### src/rtl/hufr_pkg.sv
package hufr_pkg;

    localparam int unsigned POSITION_WIDTH_DEF = 24;
    localparam int unsigned REPORT_POS_W       = 24;

    localparam logic [7:0] SYNC_FIRST   = 8'h57;
    localparam logic [7:0] SYNC_SECOND  = 8'hAB;
    localparam logic [7:0] TYPE_STATUS  = 8'h80;
    localparam logic [7:0] TYPE_KEY     = 8'h01;
    localparam logic [7:0] TYPE_MOUSE   = 8'h04;
    localparam logic [7:0] SUB_MOUSE    = 8'h01;
    localparam logic [7:0] KEY_CAPS     = 8'h39;
    localparam logic [7:0] KEY_NUM      = 8'h53;
    localparam logic [7:0] TX_CMD       = 8'h12;
    localparam logic [7:0] TX_TAIL_0    = 8'h0F;
    localparam logic [7:0] TX_TAIL_1    = 8'h20;
    localparam logic [7:0] ROLLOVER_ARG = 8'hFF;
    localparam logic [7:0] LED_CAPS     = 8'h02;
    localparam logic [7:0] LED_NUM      = 8'h01;

    // frame position after the received byte is counted
    localparam logic [3:0] POS_STATUS = 4'd4;
    localparam logic [3:0] POS_MOUSE  = 4'd10;
    localparam logic [3:0] POS_KEY    = 4'd11;
    localparam logic [3:0] POS_STOP   = 4'd12;

    localparam logic [3:0] FRAME_LAST = 4'd10;

    localparam int WRAP_HALF = 512;
    localparam int WRAP_SPAN = 1024;

    typedef enum logic [1:0] {
        KIND_TX    = 2'd0,
        KIND_KEY   = 2'd1,
        KIND_MOUSE = 2'd2
    } t_kind;

    typedef enum logic [1:0] {
        LOCK_OFF     = 2'd0,
        LOCK_ON_REQ  = 2'd1,
        LOCK_ON      = 2'd2,
        LOCK_OFF_REQ = 2'd3
    } t_lock;

    typedef enum logic {
        OP_RX      = 1'b0,
        OP_SET_POS = 1'b1
    } t_op;

    typedef struct packed {
        t_op                op;
        logic [7:0]         rx_byte;
        logic signed [23:0] set_x;
        logic signed [23:0] set_y;
    } t_in_item;

    typedef struct packed {
        t_kind              kind;
        logic [7:0]         tx_byte;
        logic [7:0]         key_code;
        logic [7:0]         key_mod;
        logic               key_down;
        logic signed [23:0] mouse_x;
        logic signed [23:0] mouse_y;
        logic [7:0]         mouse_wheel;
        logic [7:0]         mouse_buttons;
        logic               last;
    } t_out_item;

    // work handed from the parser to the result sequencer
    typedef struct packed {
        logic               rpt_en;
        t_kind              rpt_kind;
        logic [7:0]         key_code;
        logic [7:0]         key_mod;
        logic               key_down;
        logic signed [23:0] mouse_x;
        logic signed [23:0] mouse_y;
        logic [7:0]         wheel;
        logic [7:0]         buttons;
        logic               frame_en;
        logic [7:0]         arg7;
        logic [7:0]         arg8;
    } t_job;

    function automatic logic [7:0] frame_byte(input logic [3:0] idx, input logic [7:0] arg7,
                                              input logic [7:0] arg8);
        logic [7:0] b;
        unique case (idx)
            4'd0:    b = SYNC_FIRST;
            4'd1:    b = SYNC_SECOND;
            4'd2:    b = TX_CMD;
            4'd7:    b = arg7;
            4'd8:    b = arg8;
            4'd9:    b = TX_TAIL_0;
            4'd10:   b = TX_TAIL_1;
            default: b = 8'h00;
        endcase
        return b;
    endfunction

endpackage

### src/rtl/hufr_chan_if.sv
interface hufr_chan_if #(
    parameter type T = logic
) ();
    logic valid;
    logic ready;
    T     data;

    modport source (output valid, output data, input ready);
    modport sink (input valid, input data, output ready);
endinterface

### src/rtl/hufr_parse.sv
module hufr_parse import hufr_pkg::*; #(
    parameter int unsigned POSITION_WIDTH = POSITION_WIDTH_DEF
) (
    input  logic      i_clk,
    input  logic      i_rst_n,
    hufr_chan_if.sink i_in,
    output logic      o_job_valid,
    output t_job      o_job,
    input  logic      i_job_ready
);

    localparam int PW = POSITION_WIDTH;
    localparam int WX = ((PW > 24) ? PW : 24) + 2;

    localparam logic signed [WX-1:0] P_HI   = {{(WX-PW+1){1'b0}}, {(PW-1){1'b1}}};
    localparam logic signed [WX-1:0] P_LO   = {{(WX-PW+1){1'b1}}, {(PW-1){1'b0}}};
    localparam logic signed [WX-1:0] W_HALF = WX'(WRAP_HALF);
    localparam logic signed [WX-1:0] W_SPAN = WX'(WRAP_SPAN);

    function automatic logic signed [PW-1:0] sat(input logic signed [WX-1:0] v);
        logic signed [PW-1:0] res;
        if (v > P_HI) begin
            res = P_HI[PW-1:0];
        end else if (v < P_LO) begin
            res = P_LO[PW-1:0];
        end else begin
            res = v[PW-1:0];
        end
        return res;
    endfunction

    function automatic logic signed [WX-1:0] ext(input logic signed [PW-1:0] v);
        return {{(WX-PW){v[PW-1]}}, v};
    endfunction

    // returns {new offset, new position}
    function automatic logic [2*PW-1:0] unwrap(input logic signed [PW-1:0] pos,
                                               input logic signed [PW-1:0] off,
                                               input logic [9:0] act);
        logic signed [WX-1:0] a;
        logic signed [PW-1:0] no;
        logic signed [PW-1:0] np;
        a  = {{(WX-10){1'b0}}, act};
        no = off;
        if (ext(pos) - ext(no) > a + W_HALF) begin
            no = sat(ext(no) + W_SPAN);
        end
        if (ext(pos) - ext(no) < a - W_HALF) begin
            no = sat(ext(no) - W_SPAN);
        end
        np = sat(ext(no) + a);
        return {no, np};
    endfunction

    logic                 r_sync, n_sync;
    logic [3:0]           r_pos, n_pos;
    logic [7:0]           r_bytes [8];
    t_lock                r_caps, n_caps;
    t_lock                r_num, n_num;
    logic                 r_held, n_held;
    logic [7:0]           r_code, n_code;
    logic [7:0]           r_mod, n_mod;
    logic signed [PW-1:0] r_xoff, n_xoff, r_yoff, n_yoff;
    logic signed [PW-1:0] r_xpos, n_xpos, r_ypos, n_ypos;
    logic                 r_roll, n_roll;

    logic       acc_rx, acc_set;
    logic [7:0] c;
    logic       start;
    logic [3:0] p, np, wr_idx;
    logic       in_frame, wr_en;
    logic       at_status, at_key, at_mouse_pos, is_mouse, key_release;
    logic       lock_reply;
    logic [7:0] lock_arg;

    assign i_in.ready = i_job_ready;

    // decode
    always_comb begin
        acc_rx   = i_in.valid && i_job_ready && (i_in.data.op == OP_RX);
        acc_set  = i_in.valid && i_job_ready && (i_in.data.op == OP_SET_POS);
        c        = i_in.data.rx_byte;
        start    = (c == SYNC_SECOND) && r_sync;
        p        = start ? 4'd1 : r_pos;
        in_frame = (p != 4'd0) && (p < POS_STOP);
        np       = p + 4'd1;
        wr_idx   = p - 4'd1;
        wr_en    = acc_rx && in_frame && (wr_idx < 4'd8);
        at_status    = in_frame && (np == POS_STATUS) && (r_bytes[1] == TYPE_STATUS);
        at_key       = in_frame && (np == POS_KEY) && (r_bytes[1] == TYPE_KEY);
        at_mouse_pos = in_frame && (np == POS_MOUSE);
        is_mouse     = at_mouse_pos && (r_bytes[1] == TYPE_MOUSE) && (r_bytes[2] == SUB_MOUSE);
        key_release  = (r_bytes[3] == 8'h00) && (r_bytes[4] == 8'h00);

        lock_reply = 1'b1;
        lock_arg   = 8'h00;
        priority if (r_caps == LOCK_ON_REQ) begin
            lock_arg = LED_CAPS | ((r_num == LOCK_ON) ? LED_NUM : 8'h00);
        end else if (r_caps == LOCK_OFF_REQ) begin
            lock_arg = (r_num == LOCK_ON) ? LED_NUM : 8'h00;
        end else if (r_num == LOCK_ON_REQ) begin
            lock_arg = LED_NUM | ((r_caps == LOCK_ON) ? LED_CAPS : 8'h00);
        end else if (r_num == LOCK_OFF_REQ) begin
            lock_arg = (r_caps == LOCK_ON) ? LED_CAPS : 8'h00;
        end else begin
            lock_reply = 1'b0;
        end
    end

    // next state
    always_comb begin
        logic [2*PW-1:0]      ux, uy;
        logic signed [WX-1:0] dx, dy;
        logic signed [PW-1:0] nx, ny;
        n_sync = r_sync;
        n_pos  = r_pos;
        n_caps = r_caps;
        n_num  = r_num;
        n_held = r_held;
        n_code = r_code;
        n_mod  = r_mod;
        n_xoff = r_xoff;
        n_yoff = r_yoff;
        n_xpos = r_xpos;
        n_ypos = r_ypos;
        n_roll = r_roll;
        ux = unwrap(r_xpos, r_xoff, {r_bytes[5][1:0], r_bytes[4]});
        uy = unwrap(r_ypos, r_yoff, {r_bytes[7][1:0], r_bytes[6]});
        dx = ext(r_xpos) - ext(r_xoff);
        dy = ext(r_ypos) - ext(r_yoff);
        nx = sat({{(WX-24){i_in.data.set_x[23]}}, i_in.data.set_x});
        ny = sat({{(WX-24){i_in.data.set_y[23]}}, i_in.data.set_y});

        if (acc_set) begin
            // rebase offsets so that the relative motion is kept
            n_xoff = sat(ext(nx) - dx);
            n_yoff = sat(ext(ny) - dy);
            n_xpos = nx;
            n_ypos = ny;
        end

        if (acc_rx) begin
            n_sync = (c == SYNC_FIRST);
            n_pos  = p;
            if (in_frame) begin
                n_pos = np;
                if (at_status) begin
                    n_pos = 4'd0;
                    priority if (r_caps == LOCK_ON_REQ) begin
                        n_caps = LOCK_ON;
                    end else if (r_caps == LOCK_OFF_REQ) begin
                        n_caps = LOCK_OFF;
                    end else if (r_num == LOCK_ON_REQ) begin
                        n_num = LOCK_ON;
                    end else if (r_num == LOCK_OFF_REQ) begin
                        n_num = LOCK_OFF;
                    end else begin
                        n_caps = r_caps;
                    end
                end
                if (at_key) begin
                    if (key_release) begin
                        n_held = 1'b0;
                        n_code = 8'h00;
                    end else begin
                        if (r_bytes[4] == KEY_CAPS && !r_held && r_caps != LOCK_OFF_REQ) begin
                            n_caps = t_lock'(r_caps + 2'd1);
                        end
                        if (r_bytes[4] == KEY_NUM && !r_held && r_num != LOCK_OFF_REQ) begin
                            n_num = t_lock'(r_num + 2'd1);
                        end
                        n_code = r_bytes[4];
                        n_mod  = r_bytes[2];
                        n_held = 1'b1;
                    end
                end
                if (is_mouse) begin
                    n_xoff = ux[2*PW-1:PW];
                    n_xpos = ux[PW-1:0];
                    n_yoff = uy[2*PW-1:PW];
                    n_ypos = uy[PW-1:0];
                end
                if (at_mouse_pos) begin
                    n_roll = 1'b1;
                end
            end
        end
    end

    // job for the result sequencer
    always_comb begin
        logic signed [WX-1:0] mx, my;
        logic                 roll_now;
        mx       = ext(n_xpos);
        my       = ext(n_ypos);
        roll_now = at_mouse_pos && !r_roll;

        o_job          = '0;
        o_job.rpt_kind = is_mouse ? KIND_MOUSE : KIND_KEY;
        o_job.rpt_en   = at_key || is_mouse;
        o_job.key_code = n_code;
        o_job.key_mod  = n_mod;
        o_job.key_down = n_held;
        o_job.mouse_x  = mx[REPORT_POS_W-1:0];
        o_job.mouse_y  = my[REPORT_POS_W-1:0];
        o_job.wheel    = c;
        o_job.buttons  = r_bytes[3];
        o_job.frame_en = (at_status && lock_reply) || roll_now;
        o_job.arg7     = at_status ? lock_arg : ROLLOVER_ARG;
        o_job.arg8     = at_status ? c : ROLLOVER_ARG;
        o_job_valid    = acc_rx && (o_job.rpt_en || o_job.frame_en);
    end

    always_ff @(posedge i_clk) begin
        if (!i_rst_n) begin
            r_sync <= 1'b0;
            r_pos  <= 4'd0;
            r_caps <= LOCK_OFF;
            r_num  <= LOCK_OFF;
            r_held <= 1'b0;
            r_code <= 8'h00;
            r_mod  <= 8'h00;
            r_xoff <= '0;
            r_yoff <= '0;
            r_xpos <= '0;
            r_ypos <= '0;
            r_roll <= 1'b0;
        end else begin
            r_sync <= n_sync;
            r_pos  <= n_pos;
            r_caps <= n_caps;
            r_num  <= n_num;
            r_held <= n_held;
            r_code <= n_code;
            r_mod  <= n_mod;
            r_xoff <= n_xoff;
            r_yoff <= n_yoff;
            r_xpos <= n_xpos;
            r_ypos <= n_ypos;
            r_roll <= n_roll;
        end
    end

    // frame store: entries are always written within a frame before use
    always_ff @(posedge i_clk) begin
        if (wr_en) begin
            r_bytes[wr_idx[2:0]] <= c;
        end
    end

    a_pos_range: assert property (@(posedge i_clk) disable iff (!i_rst_n)
        r_pos <= POS_STOP)
        else $error("frame position past stop");

    a_job_when_free: assert property (@(posedge i_clk) disable iff (!i_rst_n)
        o_job_valid |-> i_job_ready)
        else $error("job raised while sequencer busy");

endmodule

### src/rtl/hufr_emit.sv
module hufr_emit import hufr_pkg::*; (
    input  logic        i_clk,
    input  logic        i_rst_n,
    input  logic        i_job_valid,
    input  t_job        i_job,
    output logic        o_job_ready,
    hufr_chan_if.source o_out
);

    logic       r_job_valid, n_job_valid;
    t_job       r_job, n_job;
    logic       r_rpt_pend, n_rpt_pend;
    logic [3:0] r_fidx, n_fidx;
    logic       r_out_valid, n_out_valid;
    t_out_item  r_out, n_out;

    t_out_item item;
    logic      adv, job_done;

    // current item of the job
    always_comb begin
        item = '0;
        if (r_rpt_pend) begin
            item.kind = r_job.rpt_kind;
            if (r_job.rpt_kind == KIND_MOUSE) begin
                item.mouse_x       = r_job.mouse_x;
                item.mouse_y       = r_job.mouse_y;
                item.mouse_wheel   = r_job.wheel;
                item.mouse_buttons = r_job.buttons;
            end else begin
                item.key_code = r_job.key_code;
                item.key_mod  = r_job.key_mod;
                item.key_down = r_job.key_down;
            end
            item.last = !r_job.frame_en;
        end else begin
            item.kind    = KIND_TX;
            item.tx_byte = frame_byte(r_fidx, r_job.arg7, r_job.arg8);
            item.last    = (r_fidx == FRAME_LAST);
        end
        adv         = r_job_valid && (!r_out_valid || o_out.ready);
        job_done    = adv && item.last;
        o_job_ready = !r_job_valid || job_done;
    end

    always_comb begin
        n_job_valid = r_job_valid;
        n_job       = r_job;
        n_rpt_pend  = r_rpt_pend;
        n_fidx      = r_fidx;
        n_out       = r_out;
        n_out_valid = r_out_valid && !o_out.ready;
        if (adv) begin
            n_out       = item;
            n_out_valid = 1'b1;
            if (r_rpt_pend) begin
                n_rpt_pend = 1'b0;
            end else begin
                n_fidx = r_fidx + 4'd1;
            end
        end
        if (job_done) begin
            n_job_valid = 1'b0;
        end
        // load the next job while the last item of this one goes out
        if (i_job_valid && o_job_ready) begin
            n_job       = i_job;
            n_job_valid = 1'b1;
            n_rpt_pend  = i_job.rpt_en;
            n_fidx      = 4'd0;
        end
    end

    always_ff @(posedge i_clk) begin
        if (!i_rst_n) begin
            r_job_valid <= 1'b0;
            r_rpt_pend  <= 1'b0;
            r_fidx      <= 4'd0;
            r_out_valid <= 1'b0;
        end else begin
            r_job_valid <= n_job_valid;
            r_rpt_pend  <= n_rpt_pend;
            r_fidx      <= n_fidx;
            r_out_valid <= n_out_valid;
        end
    end

    always_ff @(posedge i_clk) begin
        r_job <= n_job;
        r_out <= n_out;
    end

    assign o_out.valid = r_out_valid;
    assign o_out.data  = r_out;

    a_rpt_in_job: assert property (@(posedge i_clk) disable iff (!i_rst_n)
        r_rpt_pend |-> r_job_valid)
        else $error("report pending without a job");

    a_fidx_range: assert property (@(posedge i_clk) disable iff (!i_rst_n)
        r_job_valid |-> (r_fidx <= FRAME_LAST))
        else $error("frame index past last byte");

    a_job_load: assert property (@(posedge i_clk) disable iff (!i_rst_n)
        (i_job_valid && o_job_ready) |=> (r_job_valid && r_fidx == 4'd0))
        else $error("job not loaded at start");

endmodule

### src/rtl/hid_uart_frame_receiver.sv
// An accepted item's results pass through the job register and then the output register.
// Throughput: one item per cycle while the result sequencer is free; an item with
// k results (k up to 12: an 11-byte reply frame plus one report) holds it, sending
// one result per cycle while o_out is ready, and takes the next item with its last.
// Reset: synchronous active-low i_rst_n clears sync, frame, lock, key and position
// state and empties the job and output stages.
module hid_uart_frame_receiver import hufr_pkg::*; #(
    parameter int unsigned POSITION_WIDTH = POSITION_WIDTH_DEF
) (
    input  logic        i_clk,
    input  logic        i_rst_n,
    hufr_chan_if.sink   i_in,
    hufr_chan_if.source o_out
);

    logic job_valid;
    logic job_ready;
    t_job job;

    hufr_parse #(
        .POSITION_WIDTH(POSITION_WIDTH)
    ) u_parse (
        .i_clk      (i_clk),
        .i_rst_n    (i_rst_n),
        .i_in       (i_in),
        .o_job_valid(job_valid),
        .o_job      (job),
        .i_job_ready(job_ready)
    );

    hufr_emit u_emit (
        .i_clk      (i_clk),
        .i_rst_n    (i_rst_n),
        .i_job_valid(job_valid),
        .i_job      (job),
        .o_job_ready(job_ready),
        .o_out      (o_out)
    );

endmodule

### src/flat_wrapper.sv
// flat-port wrapper written by rule: the top's interface ports become plain ports
module hid_uart_frame_receiver_flat import hufr_pkg::*;
#(
    parameter int unsigned POSITION_WIDTH = POSITION_WIDTH_DEF
)
  (i_clk, i_rst_n, i_in_valid, i_in_data, i_in_ready, o_out_valid, o_out_data, o_out_ready);
  hufr_chan_if #(.T(t_in_item)) i_in_i ();
  hufr_chan_if #(.T(t_out_item)) o_out_i ();
  input  logic i_clk;
  input  logic i_rst_n;
  input wire logic [$bits(i_in_i.valid)-1:0] i_in_valid;
  input wire logic [$bits(i_in_i.data)-1:0] i_in_data;
  output wire logic [$bits(i_in_i.ready)-1:0] i_in_ready;
  output wire logic [$bits(o_out_i.valid)-1:0] o_out_valid;
  output wire logic [$bits(o_out_i.data)-1:0] o_out_data;
  input wire logic [$bits(o_out_i.ready)-1:0] o_out_ready;
  assign i_in_i.valid = i_in_valid;
  assign i_in_i.data = i_in_data;
  assign i_in_ready = i_in_i.ready;
  assign o_out_valid = o_out_i.valid;
  assign o_out_data = o_out_i.data;
  assign o_out_i.ready = o_out_ready;
  hid_uart_frame_receiver #(.POSITION_WIDTH(POSITION_WIDTH)) u_core (.i_clk(i_clk), .i_rst_n(i_rst_n), .i_in(i_in_i), .o_out(o_out_i));
endmodule
### config.mk
export PLATFORM = sky130hd
export DESIGN_NAME = hid_uart_frame_receiver_flat
export DESIGN_NICKNAME = d
export VERILOG_FILES = /design/src/rtl/hufr_pkg.sv /design/src/rtl/hufr_chan_if.sv /design/src/rtl/hufr_parse.sv /design/src/rtl/hufr_emit.sv /design/src/rtl/hid_uart_frame_receiver.sv /design/src/flat_wrapper.sv
export SDC_FILE = /design/constraint.sdc
export NUM_CORES = 1
export LEC_CHECK = 0
export BUFFER_PORTS_ARGS = -buffer_cell sky130_fd_sc_hd__clkbuf_2
export CORE_ASPECT_RATIO = 1.5
export CORE_MARGIN = 3
export CORE_UTILIZATION = 42
export CTS_BUF_LIST = sky130_fd_sc_hd__clkbuf_8
export DETAILED_ROUTE_END_ITERATION = 10
export PLACE_DENSITY = 0.62
export SYNTH_ARGS = -nofsm -noshare
export SYNTH_HDL_FRONTEND = slang
export SYNTH_SLANG_ARGS = --single-unit
### constraint.sdc
create_clock -name i_clk -period 15.46 [get_ports i_clk]
set_input_delay 0.773 -clock i_clk [delete_from_list [all_inputs] [get_ports i_clk]]
set_output_delay 0.773 -clock i_clk [all_outputs]
set_load 0.02 [all_outputs]
==> results by group <==
Outcome
  • Run status: finished clean

Power
  • PwrDens: roughly 170 nW/um^2
  • P_sw: around 2.5 mW
  • Gate power share: slightly above 60%
  • Flop pwr share: 21.6%
  • Clock share of power: ~17%
  • Switching Share: a little under half
  • VDD IR max: ~0.000078 V
  • Static leakage: between 10 and 15 nW
  • Internal power: between 2 and 3 mW

Route
  • Drt wl/cell: 21.85 um
  • Number of routed nets with antenna violations: 0
  • Avg Vias per Cell: between 5 and 6
  • Vias post-DR: around 25000
  • Initial drt markers: between 1500 and 2000
  • Drt pass-1 iters: 6
  • Routed wire length: 93510 um
  • DRC violations left: 0

Place
  • Hpwl dp: around 72000 um
  • Area after DPL: ~29000 um^2
  • PortBufs: around 150
  • Final Wtd Congestion: just under 1

Clock network
  • Root buffer cell: clkbuf_8
  • Hold_buf cts: 0
  • H-Tree Depth: 2
  • CTS tree: yes
  • CTS clk-pin slew, worst paths: 0.06 ns
  • Post-CTS setup buffers: 0
  • Total CTS buffers: 57
  • Longest Clk Path Bufs: 3
  • Worst-Skew Late Latency: 0.69 ns
  • CTS sink cnt: 361
  • Post-CTS Resized: 0

Timing
  • Worst slew pin tran: 1.143 ns
  • Final Max Slew Viols: 0
  • Slew HR: 23.60%
  • Fin Setup TNS: 0 ns
  • Fin crit share: around nine tenths
  • Final Hold Fails: 0
  • Final Critical Period: roughly 14 ns
  • Final setup violation count: 0
  • Fmax: about 0.071 GHz
  • Skew final: 0.02943 ns
  • RSZ-0062 raised after global routing: false

Die
  • Die Area: 69840 um^2
  • Std-Cell Rows: between 100 and 150
  • Die height: 322.2 um
  • Core box area: 65760 um^2
  • IO Count: about 160
  • Initial Util: between 40 and 50%
  • DIE WIDTH: between 200 and 250 um

Setup path
  • Critical path fanouts, max: 12
  • Cell family with most CP delay: compound AO/OA/AOI/OAI gates
  • Max incr delay on CP: 0.61 ns
  • Critical path startpoint category: flop
  • Most frequent CP cell: a21oi_1
  • Setup CP Type: reg2reg
  • Worst Setup End Kind: flop
  • WP data arrival: 14.55 ns
  • CP max stage cell: o31ai_1
  • Reg2reg setup slack: 1.33 ns
  • Crit path buffers/inverters: 6
  • Req. time, crit path: about 16 ns

Synthesis
  • Syn_area_per_cell: 8.544 um^2
  • Multiplexer share of the synthesized area: 1.059%
  • Sequential cell area fraction in the yosys report: about a third
  • Number of flops mapped to enable cells by yosys: ~230
  • Post-synth cell types: approximately 110
  • Synth top area share: around a quarter
  • Compound-Gate Fraction of Synth Area: approximately 22%
  • Main combinational cell family by area after synthesis: compound AO/OA/AOI/OAI gates
  • Dominant cell type by area after synthesis: edfxtp_1
  • Synth Area in XOR/XNOR: slightly above 5%
  • FFs w/ async S/R, synth: 0%
  • Synth top area cells: edfxtp_1, ha_1, dfxtp_1
  • Synth Cell Area: 27990 um^2
  • Synth Flop Type: edfxtp_1
  • Simple-gate portion of the synthesized area: just over 20%
  • Synth Area in Adders: 11.77%
  • Syn. warnings: 0
  • #FFs+latches synth: 361
  • Post-Syn Instances: about 3300
  • Post-Syn Nets: 3590

Global route
  • Vias in the first global route: 24877
  • Initial antenna violation count: 6
  • Largest net degree at the start of global routing: 65
  • First-pass GRT wire length: around 140000 um
  • GRT overflow: 0
  • Gr usage total: 26.00%

Finish
  • Design Area, Final: 30750 um^2
  • Share of layout cells above drive strength 1: around a tenth
  • Nets: roughly 3700
  • Util after Layout: between 40% and 50%
  • Fillers: ~6500
  • Syn-to-layout area delta: 9.857%

Run
  • Total of max-cap violations: 0

Min path
  • Worst Hold Class: in2reg
state kept, by name (all words and copies together) (netlist names), 8 cells and up:
register / cells
u_core.u_parse.r_mod: 8
u_core.u_parse.r_code: 8
u_core.u_parse.r_xoff: 24
u_core.u_parse.r_ypos: 24
u_core.u_emit.o_out.data: 92
u_core.u_parse.r_xpos: 24
u_core.u_parse.r_bytes: 44
u_core.u_parse.r_yoff: 24
u_core.u_emit.r_job: 95
Yosys cell counts, drive strengths merged, types with 79 or more instances:
library cell and count:
ha 245, edfxtp 231, a21oi 256, dfxtp 130
clkbuf 148, nand3 97, nor2 239, nand2 300
and2 156, nor3 79, inv 206, xnor2 108
o21ai 200
routing by layer:
metal  wire length, um  part of all wire, %  GRT usage [%]  vias up
met4              6355                  6.8          15.71        0
li1                  -                    -              -    12071
met5                 0                    0              0        -
met1             36120                   39          29.84    12119
met3              4765                  5.1          2.742      299
met2             46270                   49          46.55      948
worst min-delay path, cell delays in order:
cell and delay (ns):
clkbuf_2 0.09, nor2_1 0.04, nor2_1 0.07, nor2_1 0.04
cell usage in the layout (no fill, tap or decap), types with 12 or more instances in the layout:
cell	count
nand2_1	298
a21oi_1	249
ha_1	245
nor2_1	238
edfxtp_1	231
inv_1	215
o21ai_0	181
and2_1	156
clkbuf_2	153
dfxtp_1	130
xnor2_1	107
nand3_1	95
nor3_1	77
a31oi_1	66
clkbuf_8	63
a21o_1	55
xor2_1	53
nand4_1	48
and3_1	48
o21a_1	46
nand2b_1	41
buf_4	37
nor2b_1	36
o211ai_1	34
o21bai_1	31
a211oi_1	25
mux2i_1	24
o31ai_1	24
or2_2	22
or3_1	21
nor4_1	19
o22ai_1	19
a221oi_1	13
a21boi_0	13
o21ai_1	12
a311oi_1	12
power by group through the flow:
stage / sequential (mW) / clock [mW] / combinational, mW
2_1_floorplan: 1.12 / 0 / 2.45
3_5_place_dp: 1.17 / 0 / 3.24
4_1_cts: 1.15 / 0.939 / 3.26
6_report: 1.16 / 0.912 / 3.30
3_3_place_gp: 1.17 / 0 / 3.24
5_1_grt: 1.16 / 0.978 / 3.63
path summary, 6_finish.rpt:
path | cells after the start | endpoint | start
hold reg to reg | 0 | u_core.u_emit.r_job[19] | u_core.u_parse.r_bytes[3][2]
setup reg to reg | 59 | u_core.u_emit.r_job[59] | u_core.u_parse.r_xoff[2]
setup / recovery | 59 | u_core.u_emit.r_job[59] | u_core.u_parse.r_xoff[2]
hold / removal | 4 | u_core.u_emit.o_out.valid | o_out_ready
logic make-up (layout without fill, tap and decap cells):
family	count (synthesis)	in the layout
AO/OA/AOI/OAI	932	932
XOR/XNOR	161	161
adder cells (fa/ha/maj)	260	260
buffers and inverters	382	505
flip-flops	361	361
multiplexers	29	29
other	0	3
AND/OR/NAND/NOR	1151	1151
through the flow:
stage	worst slack, ns	cells	hold WS [ns]	power [mW]
floorplan	3.989	3276	0.4268	3.567
global placement	1.588	4168	0.4385	4.415
detailed placement	1.522	4168	0.4408	4.412
CTS	1.439	4276	0.3241	5.355
global route	0.3139	4279	0.4104	5.770
finish	1.332	4279	0.3946	5.367
layout make-up:
cell class	instances	area (um^2)	area share [%]
clock buffers	63	867.1	2.820
well taps	877	1097	3.569
multi-input cells	2533	17010	55.33
diodes	3	7.507	0.02441
inverters	206	778.2	2.531
repair buffers	191	1049	3.410
clock inverters	45	399.1	1.298
flip-flops and latches	361	9539	31.02
Note: power is estimated with default switching activity, not from simulation.
